==> src/rtl/connection_reuse_counter_macros.svh <==
// ----------------------------------------------------------------------------
// Connection reuse counter assertion macros
// Concurrent assertion shorthands used by the back end of the block.
// ----------------------------------------------------------------------------
`ifndef CONNECTION_REUSE_COUNTER_MACROS_SVH
`define CONNECTION_REUSE_COUNTER_MACROS_SVH

// Same-cycle implication, quiet while reset is asserted.
`define CRC_ASSERT_NOW(label, clk_i, rstn_i, ante, cons, msg) \
	label: assert property (@(posedge clk_i) disable iff (!rstn_i) (ante) |-> (cons)) \
		else $error(msg);

// Next-cycle implication, quiet while reset is asserted.
`define CRC_ASSERT_NEXT(label, clk_i, rstn_i, ante, cons, msg) \
	label: assert property (@(posedge clk_i) disable iff (!rstn_i) (ante) |=> (cons)) \
		else $error(msg);

`endif

==> src/rtl/crc_pkg.sv <==
// ----------------------------------------------------------------------------
// Connection reuse counter package
// Shared types and constants of the front end, queue and back end.
// ----------------------------------------------------------------------------
package crc_pkg;

	localparam int unsigned ADDR_W      = 32;
	localparam int unsigned TS_W        = 32;
	localparam int unsigned QCNT_W      = 32;
	localparam int unsigned CONN_W      = 7;
	localparam int unsigned RTT_W       = 32;
	localparam int unsigned PROD_W      = 42;

	localparam logic [PROD_W-1:0] MS_PER_SECOND = PROD_W'(1000);
	localparam logic [RTT_W-1:0]  RTT_RESET     = RTT_W'(50);
	localparam logic [CONN_W-1:0] CONN_CNT_MAX  = '1;

	localparam int unsigned QUEUE_DEPTH = 2;
	localparam int unsigned QPTR_W      = $clog2(QUEUE_DEPTH);
	localparam int unsigned QCNT_FILL_W = $clog2(QUEUE_DEPTH + 1);

	// Work class decided by the front end.
	typedef enum logic [1:0] {
		CLS_FLUSH  = 2'd0, // report the open group and close it
		CLS_START  = 2'd1, // open a group, no group was open
		CLS_SWITCH = 2'd2, // report the open group and open a new one
		CLS_REUSE  = 2'd3  // query of the open group, scan the pool
	} cls_t;

	typedef struct packed {
		cls_t              cls;
		logic [ADDR_W-1:0] addr;
		logic [TS_W-1:0]   ts;
	} item_t;

endpackage

==> src/rtl/crc_ram.sv <==
// ----------------------------------------------------------------------------
// Connection reuse counter RAM
// Simple dual-port memory, one write port and one registered read port.
// ----------------------------------------------------------------------------
module crc_ram #(
	parameter int unsigned WIDTH  = 32,
	parameter int unsigned DEPTH  = 64,
	parameter int unsigned ADDR_W = (DEPTH > 1) ? $clog2(DEPTH) : 1
) (
	input  logic              clk,
	input  logic              we,
	input  logic [ADDR_W-1:0] waddr,
	input  logic [WIDTH-1:0]  wdata,
	input  logic              re,
	input  logic [ADDR_W-1:0] raddr,
	output logic [WIDTH-1:0]  rdata
);

	logic [WIDTH-1:0] mem_q [DEPTH];
	logic [WIDTH-1:0] rdata_q;

	always_ff @(posedge clk) begin
		if (we) begin
			mem_q[waddr] <= wdata;
		end
		if (re) begin
			rdata_q <= mem_q[raddr];
		end
	end

	assign rdata = rdata_q;

endmodule

==> src/rtl/crc_queue.sv <==
// ----------------------------------------------------------------------------
// Connection reuse counter queue
// Short FIFO of classified items between the front end and the back end.
// ----------------------------------------------------------------------------
module crc_queue
	import crc_pkg::*;
(
	input  logic  clk,
	input  logic  arst_n,
	input  logic  push,
	input  item_t push_item,
	output logic  full,
	input  logic  pop,
	output logic  q_valid,
	output item_t q_item
);

	item_t                  entries_q [QUEUE_DEPTH];
	logic [QPTR_W-1:0]      wr_ptr_q;
	logic [QPTR_W-1:0]      rd_ptr_q;
	logic [QCNT_FILL_W-1:0] count_q;

	function automatic logic [QPTR_W-1:0] ptr_next(input logic [QPTR_W-1:0] p);
		ptr_next = (p == QPTR_W'(QUEUE_DEPTH - 1)) ? '0 : p + QPTR_W'(1);
	endfunction

	assign full    = (count_q == QCNT_FILL_W'(QUEUE_DEPTH));
	assign q_valid = (count_q != '0);
	assign q_item  = entries_q[rd_ptr_q];

	always_ff @(posedge clk) begin
		if (push) begin
			entries_q[wr_ptr_q] <= push_item;
		end
	end

	always_ff @(posedge clk or negedge arst_n) begin
		if (!arst_n) begin
			wr_ptr_q <= '0;
			rd_ptr_q <= '0;
			count_q  <= '0;
		end else begin
			if (push) begin
				wr_ptr_q <= ptr_next(wr_ptr_q);
			end
			if (pop) begin
				rd_ptr_q <= ptr_next(rd_ptr_q);
			end
			if (push && !pop) begin
				count_q <= count_q + QCNT_FILL_W'(1);
			end else if (pop && !push) begin
				count_q <= count_q - QCNT_FILL_W'(1);
			end
		end
	end

endmodule

==> src/rtl/crc_front.sv <==
// ----------------------------------------------------------------------------
// Connection reuse counter front end
// Accepts input beats, tracks the open group and classifies each beat.
// ----------------------------------------------------------------------------
module crc_front
	import crc_pkg::*;
(
	input  logic              clk,
	input  logic              arst_n,
	input  logic              in_valid,
	output logic              in_stall,
	input  logic              action,
	input  logic [ADDR_W-1:0] source_addr,
	input  logic [TS_W-1:0]   timestamp,
	output logic              push,
	output item_t             push_item,
	input  logic              full
);

	logic              open_q;
	logic [ADDR_W-1:0] addr_q;
	logic              accept;

	assign in_stall = full;
	assign accept   = in_valid && !full;

	always_comb begin
		push_item.addr = source_addr;
		push_item.ts   = timestamp;
		if (action) begin
			push_item.cls = CLS_FLUSH;
		end else if (!open_q) begin
			push_item.cls = CLS_START;
		end else if (source_addr != addr_q) begin
			push_item.cls = CLS_SWITCH;
		end else begin
			push_item.cls = CLS_REUSE;
		end
	end

	// A flush with no open group does nothing: drop it here.
	assign push = accept && !(action && !open_q);

	always_ff @(posedge clk or negedge arst_n) begin
		if (!arst_n) begin
			open_q <= 1'b0;
			addr_q <= '0;
		end else if (accept) begin
			if (action) begin
				open_q <= 1'b0;
			end else begin
				open_q <= 1'b1;
				addr_q <= source_addr;
			end
		end
	end

endmodule

==> src/rtl/crc_back.sv <==
// ----------------------------------------------------------------------------
// Connection reuse counter back end
// Runs group bookkeeping and the first-fit slot scan, drives the result beat.
// ----------------------------------------------------------------------------
`include "connection_reuse_counter_macros.svh"

module crc_back
	import crc_pkg::*;
#(
	parameter int unsigned POOL_SLOTS = 64
) (
	input  logic              clk,
	input  logic              arst_n,
	input  logic [RTT_W-1:0]  rtt_ms,
	input  logic              q_valid,
	input  item_t             q_item,
	output logic              pop,
	output logic              out_valid,
	input  logic              out_stall,
	output logic [ADDR_W-1:0] group_source,
	output logic [CONN_W-1:0] connection_count,
	output logic [QCNT_W-1:0] query_total,
	output logic              pool_overflow
);

	localparam int unsigned IDX_W = (POOL_SLOTS > 1) ? $clog2(POOL_SLOTS) : 1;
	localparam int unsigned CNT_W = $clog2(POOL_SLOTS + 1);
	localparam int unsigned EXT_W = (CNT_W > CONN_W) ? CNT_W : CONN_W;
	localparam logic [CNT_W-1:0] CNT_FULL = CNT_W'(POOL_SLOTS);

	typedef enum logic [1:0] {
		ST_IDLE,
		ST_READ,
		ST_DIFF,
		ST_CMP
	} state_t;

	state_t            state_q;
	logic [CNT_W-1:0]  cnt_q;
	logic [IDX_W-1:0]  idx_q;
	logic [TS_W-1:0]   ts_q;
	logic [TS_W-1:0]   elapsed_q;
	logic [ADDR_W-1:0] addr_q;
	logic [QCNT_W-1:0] queries_q;
	logic              ovf_q;

	logic              out_valid_q;
	logic [ADDR_W-1:0] out_source_q;
	logic [CONN_W-1:0] out_conn_q;
	logic [QCNT_W-1:0] out_queries_q;
	logic              out_ovf_q;

	logic              out_free;
	logic              emit;
	logic              hit;
	logic              more;
	logic              room;
	logic [PROD_W-1:0] elapsed_ms;
	logic [EXT_W-1:0]  cnt_ext;
	logic [CONN_W-1:0] conn_sat;
	logic [CNT_W:0]    idx_ext;

	logic              ram_we;
	logic [IDX_W-1:0]  ram_waddr;
	logic [TS_W-1:0]   ram_wdata;
	logic              ram_re;
	logic [TS_W-1:0]   ram_rdata;

	crc_ram #(
		.WIDTH (TS_W),
		.DEPTH (POOL_SLOTS),
		.ADDR_W(IDX_W)
	) u_slots (
		.clk  (clk),
		.we   (ram_we),
		.waddr(ram_waddr),
		.wdata(ram_wdata),
		.re   (ram_re),
		.raddr(idx_q),
		.rdata(ram_rdata)
	);

	assign out_free   = !out_valid_q || !out_stall;
	assign elapsed_ms = PROD_W'(elapsed_q) * MS_PER_SECOND;
	assign hit        = elapsed_ms > PROD_W'(rtt_ms);
	assign idx_ext    = (CNT_W + 1)'(idx_q);
	assign more       = (idx_ext + (CNT_W + 1)'(1)) < (CNT_W + 1)'(cnt_q);
	assign room       = cnt_q < CNT_FULL;
	assign cnt_ext    = EXT_W'(cnt_q);
	assign conn_sat   = (cnt_ext > EXT_W'(CONN_CNT_MAX)) ? CONN_CNT_MAX : cnt_ext[CONN_W-1:0];

	always_comb begin
		pop       = 1'b0;
		emit      = 1'b0;
		ram_we    = 1'b0;
		ram_waddr = idx_q;
		ram_wdata = ts_q;
		ram_re    = 1'b0;
		unique case (state_q)
			ST_IDLE: begin
				if (q_valid) begin
					case (q_item.cls)
						CLS_FLUSH: begin
							emit = out_free;
							pop  = out_free;
						end
						CLS_START: begin
							pop       = 1'b1;
							ram_we    = 1'b1;
							ram_waddr = '0;
							ram_wdata = q_item.ts;
						end
						CLS_SWITCH: begin
							emit      = out_free;
							pop       = out_free;
							ram_we    = out_free;
							ram_waddr = '0;
							ram_wdata = q_item.ts;
						end
						default: begin
							pop = 1'b1;
						end
					endcase
				end
			end
			ST_READ: begin
				ram_re = 1'b1;
			end
			ST_DIFF: begin
			end
			ST_CMP: begin
				if (hit) begin
					ram_we = 1'b1;
				end else if (!more && room) begin
					ram_we    = 1'b1;
					ram_waddr = cnt_q[IDX_W-1:0];
				end
			end
			default: begin
			end
		endcase
	end

	always_ff @(posedge clk or negedge arst_n) begin
		if (!arst_n) begin
			state_q       <= ST_IDLE;
			cnt_q         <= '0;
			idx_q         <= '0;
			ts_q          <= '0;
			elapsed_q     <= '0;
			addr_q        <= '0;
			queries_q     <= '0;
			ovf_q         <= 1'b0;
			out_valid_q   <= 1'b0;
			out_source_q  <= '0;
			out_conn_q    <= '0;
			out_queries_q <= '0;
			out_ovf_q     <= 1'b0;
		end else begin
			if (emit) begin
				out_valid_q   <= 1'b1;
				out_source_q  <= addr_q;
				out_conn_q    <= conn_sat;
				out_queries_q <= queries_q;
				out_ovf_q     <= ovf_q;
			end else if (!out_stall) begin
				out_valid_q <= 1'b0;
			end

			unique case (state_q)
				ST_IDLE: begin
					if (pop) begin
						case (q_item.cls)
							CLS_START, CLS_SWITCH: begin
								addr_q    <= q_item.addr;
								cnt_q     <= CNT_W'(1);
								queries_q <= QCNT_W'(1);
								ovf_q     <= 1'b0;
							end
							CLS_REUSE: begin
								ts_q    <= q_item.ts;
								idx_q   <= '0;
								state_q <= ST_READ;
								if (queries_q != '1) begin
									queries_q <= queries_q + QCNT_W'(1);
								end
							end
							default: begin
							end
						endcase
					end
				end
				ST_READ: begin
					state_q <= ST_DIFF;
				end
				ST_DIFF: begin
					elapsed_q <= ts_q - ram_rdata;
					state_q   <= ST_CMP;
				end
				ST_CMP: begin
					if (hit) begin
						state_q <= ST_IDLE;
					end else if (more) begin
						idx_q   <= idx_q + IDX_W'(1);
						state_q <= ST_READ;
					end else begin
						if (room) begin
							cnt_q <= cnt_q + CNT_W'(1);
						end else begin
							ovf_q <= 1'b1;
						end
						state_q <= ST_IDLE;
					end
				end
				default: begin
					state_q <= ST_IDLE;
				end
			endcase
		end
	end

	assign out_valid        = out_valid_q;
	assign group_source     = out_source_q;
	assign connection_count = out_conn_q;
	assign query_total      = out_queries_q;
	assign pool_overflow    = out_ovf_q;

	`CRC_ASSERT_NOW(a_cnt_bound, clk, arst_n, 1'b1, cnt_q <= CNT_FULL, "slot count beyond pool size")
	`CRC_ASSERT_NOW(a_scan_idx, clk, arst_n, state_q != ST_IDLE, idx_ext < (CNT_W + 1)'(cnt_q), "scan index past open slots")
	`CRC_ASSERT_NEXT(a_reuse_scan, clk, arst_n, pop && (q_item.cls == CLS_REUSE), state_q == ST_READ, "reuse query did not start a scan")

endmodule

==> src/rtl/connection_reuse_counter.sv <==
// ----------------------------------------------------------------------------
// Connection reuse counter
// Groups queries by source and counts the pool connections each group opens.
// ----------------------------------------------------------------------------
// Each input beat is a query (action 0) or a flush (action 1). Queries from
// one source form a group; a query from a different source or a flush reports
// the open group on the output channel (source, opened slots saturating at
// 127, query count saturating at 2^32-1, pool overflow flag). Inside a group a
// query reuses the first slot, in slot order, whose last use lies more than
// rtt_ms milliseconds back, else opens a new slot. The front end accepts one
// beat per cycle while its two-entry queue has room and classifies it from a
// copy of the open-group state; a flush with no open group is dropped there.
// The back end handles a group start, a group switch or a flush in its idle
// state; a repeat query scans the open slots in order up to the reused slot,
// or through all of them when none fits, each slot going through the read,
// subtract and multiply-compare steps of the slot memory's single read port.
// The result sits in an output register, so the back end keeps working while
// a report waits, holding only when it must report again. rtt_ms sits at
// byte address 0 of the configuration port and resets to 50; slot memory
// needs no clearing.
// ----------------------------------------------------------------------------
module connection_reuse_counter
	import crc_pkg::*;
#(
	parameter int unsigned POOL_SLOTS = 64
) (
	input  logic              clk,
	input  logic              arst_n,

	input  logic              psel,
	input  logic              penable,
	input  logic              pwrite,
	input  logic [2:0]        paddr,
	input  logic [31:0]       pwdata,
	output logic [31:0]       prdata,
	output logic              pready,

	input  logic              in_valid,
	output logic              in_stall,
	input  logic              action,
	input  logic [ADDR_W-1:0] source_addr,
	input  logic [TS_W-1:0]   timestamp,

	output logic              out_valid,
	input  logic              out_stall,
	output logic [ADDR_W-1:0] group_source,
	output logic [CONN_W-1:0] connection_count,
	output logic [QCNT_W-1:0] query_total,
	output logic              pool_overflow
);

	// Register word select: paddr[2] picks the word, rtt_ms is word 0.
	localparam logic REG_RTT_MS = 1'b0;

	logic [RTT_W-1:0] rtt_q;
	logic             cfg_write;

	logic  push;
	item_t push_item;
	logic  full;
	logic  pop;
	logic  q_valid;
	item_t q_item;

	// Write on the access phase; pready is tied high so no access has wait states.
	assign pready    = 1'b1;
	assign cfg_write = psel && penable && pwrite && (paddr[2] == REG_RTT_MS);
	assign prdata    = (paddr[2] == REG_RTT_MS) ? rtt_q : '0;

	always_ff @(posedge clk or negedge arst_n) begin
		if (!arst_n) begin
			rtt_q <= RTT_RESET;
		end else if (cfg_write) begin
			rtt_q <= pwdata;
		end
	end

	// Classify beats against the open group and queue them.
	crc_front u_front (
		.clk        (clk),
		.arst_n     (arst_n),
		.in_valid   (in_valid),
		.in_stall   (in_stall),
		.action     (action),
		.source_addr(source_addr),
		.timestamp  (timestamp),
		.push       (push),
		.push_item  (push_item),
		.full       (full)
	);

	// Decouple the front, one beat per cycle while the queue has room, from the slot scan.
	crc_queue u_queue (
		.clk      (clk),
		.arst_n   (arst_n),
		.push     (push),
		.push_item(push_item),
		.full     (full),
		.pop      (pop),
		.q_valid  (q_valid),
		.q_item   (q_item)
	);

	// Run the slot pool and drive the report beat.
	crc_back #(
		.POOL_SLOTS(POOL_SLOTS)
	) u_back (
		.clk             (clk),
		.arst_n          (arst_n),
		.rtt_ms          (rtt_q),
		.q_valid         (q_valid),
		.q_item          (q_item),
		.pop             (pop),
		.out_valid       (out_valid),
		.out_stall       (out_stall),
		.group_source    (group_source),
		.connection_count(connection_count),
		.query_total     (query_total),
		.pool_overflow   (pool_overflow)
	);

endmodule

==> config.mk <==
export PLATFORM = sky130hd
export DESIGN_NAME = connection_reuse_counter
export DESIGN_NICKNAME = d
export VERILOG_FILES = /design/src/rtl/crc_pkg.sv /design/src/rtl/crc_ram.sv /design/src/rtl/crc_queue.sv /design/src/rtl/crc_front.sv /design/src/rtl/crc_back.sv /design/src/rtl/connection_reuse_counter.sv
export VERILOG_INCLUDE_DIRS = /design/src /design/src/rtl
export SDC_FILE = /design/constraint.sdc
export NUM_CORES = 2
export LEC_CHECK = 0
export BUFFER_PORTS_ARGS = -buffer_cell sky130_fd_sc_hd__clkbuf_2
export CAP_MARGIN = 20
export CORE_ASPECT_RATIO = 0.9
export CORE_MARGIN = 8
export CORE_UTILIZATION = 63
export CTS_CLUSTER_DIAMETER = 30
export CTS_CLUSTER_SIZE = 20
export DETAILED_ROUTE_END_ITERATION = 16
export PLACE_DENSITY_LB_ADDON = 0.2
export SLEW_MARGIN = 5
export SYNTH_ARGS = -nofsm -noshare
export SYNTH_HDL_FRONTEND = slang
export SYNTH_SLANG_ARGS = --single-unit
==> constraint.sdc <==
create_clock -name clk -period 12.5 [get_ports clk]
set_input_delay 1.25 -clock clk [delete_from_list [all_inputs] [get_ports clk]]
set_output_delay 1.25 -clock clk [all_outputs]
set_load 0.02 [all_outputs]
# Word level (Yosys, flattened, before mapping)
# Memory sizes are Yosys's and may differ from the RTL's. A register that Yosys moved wholly into a read port is not among the register bits.
# Index checks and enable logic that the tools add are counted.
# classes
magnitude_cmp	4
div_mod_pow	0
mul	1
addsub	9
n_bitwise	2
n_reduce_logical	34
eq_ne	19
muxes	60
n_shift	0
# ops
operator	count
2-to-1 mux 32 bit	5
case mux 32 bit (2 select lines)	1
2-to-1 mux 6 bit	8
> comparator 42 x 32 -> 1 bit	1
2-to-1 mux 7 bit	6
multiplier 32 x 7 -> 39 bit, second input constant	1
adder 32 x 1 -> 32 bit, second input constant	1
!= test 32 bit	1
!= test 32 bit, second input constant	1
subtractor 32 bit	1
2-to-1 mux 1 bit	26
case mux 6 bit (2 select lines)	2
2-to-1 mux 2 bit	7
case mux 7 bit (2 select lines)	1
!= test 2 bit, second input constant	6
AND reduction 6 bit	2
equality test 2 bit, second input constant	5
logical AND 1 bit	9
zero test 1 bit	8
less-than comparator 8 x 7 -> 1 bit	1
!= test 2 x 1 -> 1 bit, second input constant	4
case mux 2 bit (4 select lines)	1
nonzero test 2 bit	4
adder 6 x 1 -> 7 bit, second input constant	1
other kinds (17)	26
# word_totals
ram_bits	2180
word_cells	150
regBits	286
latchBits	0
mem_bits_ro	0
mem_count	2
# memory_table
memory	words	word_bits	read_ports	rd_clocked_by_memory_dff	wr	line_no	source
u_back.u_slots.mem_q	64	32	1	1	1	crc_ram.sv:19	logic [WIDTH-1:0] mem_q [DEPTH];
u_queue.entries_q	2	66	1	0	1	crc_queue.sv:18	item_t entries_q [QUEUE_DEPTH];

# Longest topological paths before layout
# logic_depth
ltp_word	9
mapped_depth	32

# Modules after synthesis
# A second synthesis with hierarchy kept.
# unflattened
hier_cells	5620
area_unflattened_um2	104963.2
# modules_own_cells
module	area_each_um2	instances	cells_per_inst	seq_area_each_um2
crc_ram	78835.6	1	3324	62459.9
crc_back	17400.4	1	1787	5430.2
crc_queue	5064.9	1	221	4063.9
crc_front	2104.5	1	183	825.8
connection_reuse_counter	1557.7	1	105	804.5

# Worst setup path before layout
# Ideal clock, no wire load.
# synth_timing
kind	register to register
from	register u_back.elapsed_q[7]
to	memory u_back.u_slots.mem_q[54][0] (enable)
arrival_time_ns	9.228
path_buffers	1
t_required_ns	12.039
path_slack_ns	2.811
synth_period_minus_slack_ns	9.689
path_stages_with_launch	29
setup_time_ns	0.461
cell_sequence	dfrtp_1 > inv_1 > fa_1 > fa_1 > fa_1 > fa_1 > inv_1 > ha_1 > a21o_1 > a31oi_1 > o21ai_0 > a31oi_1 > nor2_1 > a21oi_1 > xnor2_1 > ha_1 > nand4_1 > or4_1 > nor2_1 > nand4_1 > a21oi_1 > nand4_1 > a221o_1 > or4_4 > o31ai_4 > and2_1 > buf_4 > o221ai_2 > nor3_1
# synth_via
elab_chain_len	6
elab_cells_between_ends	8
cone_classes	1 x mul; 1 x order compare; 6 x mux
# synth_lines
item	line_no	source
from (decl)	crc_back.sv:42	logic [TS_W-1:0] elapsed_q;
from (signal assigned)	crc_back.sv:197	elapsed_q <= ts_q - ram_rdata;
multiplier 32 x 7 -> 39 bit *	crc_back.sv:84	assign elapsed_ms = PROD_W'(elapsed_q) * MS_PER_SECOND;
> comparator 42 x 32 -> 1 bit *	crc_back.sv:85	assign hit = elapsed_ms > PROD_W'(rtt_ms);
2-to-1 mux 1 bit	crc_back.sv:132	if (hit) begin
case mux 1 bit (2 select lines)	crc_back.sv:99	unique case (state_q)
2-to-1 mux 1 bit	crc_ram.sv:23	if (we) begin
2-to-1 mux 1 bit (implied by the code)	crc_ram.sv:24	mem_q[waddr] <= wdata;
to (decl)	crc_ram.sv:19	
# Every way passes the cells marked *; elsewhere a longest branch is shown, timed or not.

# Worst setup path in the final report
# layout_timing
from	register u_back.elapsed_q[5]
to	memory u_back.u_slots.mem_q[9][6] (enable)
# Same word-level chain as after synthesis.

==> metrics.txt <==
status finished clean; Rows 142; worst r2r path cells 28; routed wire length per instance 30.1 um; number of synthesized flops with an enable pin 2212; Bufs on Longest Clock Path 4; Via density 6.63; Clock H-tree levels 5; Post-DP HPWL 148000 um; Layout area overhead 19.1%; commonest non-fill, non-tap cells in the layout 2212 x edfxtp_1, 550 x mux2i_1, 443 x clkbuf_16; Metal-1 WL 102000 um; CP startpoint u_back.elapsed_q[5]; Final Cycle Share 81.6%; worst hold margin 0.301 ns; first-pass GRT wire length 405000 um; routed vias 61378; crit path max-delay cell type nor2_4; Die X-Extent 446 um; initial antenna violation count 14; # port buffers 210; Worst-Skew Late Latency 0.97 ns; average cell area after synthesis 17.0 um2; top cell type's share of synthesized area 63.5%; Syn Nets 6534; Die Ht 403 um; # hold bufs at CTS 0; Crit Path Max Fanout 23; Pre-antenna DRT Iters 6; Placed Instances 8439; vias in the first global route 62520; pin count of the biggest net entering global routing 135; RSZ-0062 raised after global routing no; Starting Density 63.1%; Clock Skew 0.0760 ns; Hold Fails Final Rpt 0; share of flip-flops with an asynchronous set or reset 11.4%; Max Cap Viol 0; drt drc 0; Num CTS Buffers 439; Max-slew headroom 14.5%; CP most frequent cell fa_1; CP Capture Type flip-flop; Final Max Slew Viols 0; mapped cell area 105000 um2; final non-filler cell total 9254; worst hold path type in -> async; CP max stage delay 1.12 ns; die area 179000 um2; Netlist cell types 89; Top FF cell, synth edfxtp_1; GRT Util Overall 30.5%; synth top area cells edfxtp_1 63%, dfrtp_1 6.8%, mux4_2 6.3%; critical path type reg -> reg; CP arrival 10.82 ns; layout cells sized above 1 24.0%; cells after synthesis 6146; final core occ 75.2%; CTS tree yes; nets 7044; Yosys warning count 0; root buf cell clkbuf_16; Worst Path Required 13.12 ns; area leader, netlist edfxtp_1; total wire length 278000 um; reg-to-reg startpoint u_back.elapsed_q[5]; Post-CTS Setup Inserts 0; RR Endpoint u_back.u_slots.mem_q[9][6]; post-route ant nets 0; setup violation total in the final timing report 0; io pins 214; #FFs+latches synth 2498; post-CTS sizing 0; total gr overflow 0; CP Launch Type flip-flop; crit path to u_back.u_slots.mem_q[9][6]; setup TNS 0 ns; commonest non-fill, non-tap cell in the layout edfxtp_1; GPL Wtd Cong 0.882; met2 wire length 131000 um; initial DRC count 8545; CORE AREA 166000 um2; metal3 WL 31900 um; Worst R2R Setup Slack 2.30 ns; worst slew pin tran 1.27 ns; crit path time final 10.20 ns; CTS clk-pin slew, worst paths 0.05 ns; uppermost layer routed met4; fmax 98.0 MHz; Seq/Total Area, Yosys 70.3%; Num Clock Sinks 2498
==> area by class of cell <==
cell class	count	area (um2)
Tap cell	2232	2790
Antenna cell	5	12.5
Inverter	279	1060
Multi-Input combinational cell	3060	29700
Clock buffer	484	11300
Sequential cell	2498	73600
Clock inverter	318	3680
Timing Repair Buffer	378	2450
Fill cell	9166	41200
==> worst min path at each step <==
stage	start	endpoint	cells past startpoint
after floorplan	u_front.open_q	u_front.open_q	1
after global routing	arst_n	rtt_q[31]	1
after detailed placement	u_front.open_q	u_front.open_q	1
after CTS	arst_n	rtt_q[2]	1
final	arst_n	rtt_q[31]	1
after global placement	u_front.open_q	u_front.open_q	1
==> worst max-delay path, delay by kind of cell, from the launching register on <==
family,cells,cell delay [ns]
DFF,1,0.40
and+or+nand+nor,8,3.11
buffers and inverters,3,0.68
adders and majority gates,6,2.58
AOI/OAI and AO/OA,10,2.94
xor gates and xnor gates,1,0.09
==> cells by family (layout without fill, tap and decap cells) <==
logic type / after synthesis / count (layout) / synth area share (%)
AO/OA/AOI/OAI: 927 / 927 / 5.94
XOR/XNOR: 118 / 118 / 0.987
adder cells (fa/ha/maj): 281 / 281 / 4.21
buffers and inverters: 588 / 1459 / 2.14
flip-flops: 2498 / 2498 / 70.3
multiplexers: 973 / 973 / 12.9
other: 1 / 6 / 0.00358
AND/OR/NAND/NOR: 760 / 760 / 3.47
==> Yosys cell counts, types with 12 or more instances <==
master    count
a21o_1       33
a21oi_1     258
a31oi_1      16
and2_1       13
and3_1       23
buf_1        97
clkbuf_1    202
dfrtp_1     283
edfxtp_1   2212
fa_1        118
ha_1        163
inv_1       275
mux2_2      131
mux2i_1     550
mux4_2      291
nand2_1     176
nand3_1      46
nand4_1      29
nor2_1      209
nor2b_1      17
nor3_1      180
nor3_2       12
o21a_1       20
o21ai_0     150
o221ai_1    235
o22ai_1     123
xnor2_1      80
xor2_1       38
==> stage by stage <==
stage | cell area, um2 | worst slack [ns]
6_report | 125000 | 2.30
5_1_grt | 125000 | 1.85
4_1_cts | 124000 | 2.34
3_5_place_dp | 109000 | 2.40
3_3_place_gp | 109000 | 2.52
2_1_floorplan | 105000 | 2.81
==> registers in the layout, indices dropped and copies added (netlist names), 6 cells and up <==
signal / cells
u_back.elapsed_q: 32
u_queue.entries_q: 132
u_back.idx_q: 6
u_back.ts_q: 32
u_back.query_total: 32
rtt_q: 32
u_back.u_slots.rdata: 32
u_back.group_source: 32
u_back.cnt_ext: 7
u_back.addr_q: 32
u_back.queries_q: 32
u_front.addr_q: 32
u_back.connection_count: 7
u_back.u_slots.mem_q: 2048
==> routing by layer <==
metal / GRT usage (%) / vias up
met5: 0 / -
met4: 13.2 / 0
met3: 6.60 / 744
met2: 48.1 / 4114
met1: 41.6 / 31038
li1: - / 25482
Power is not shown: default switching activity piles up to over one toggle a cycle in this logic, so the estimate is an artifact.
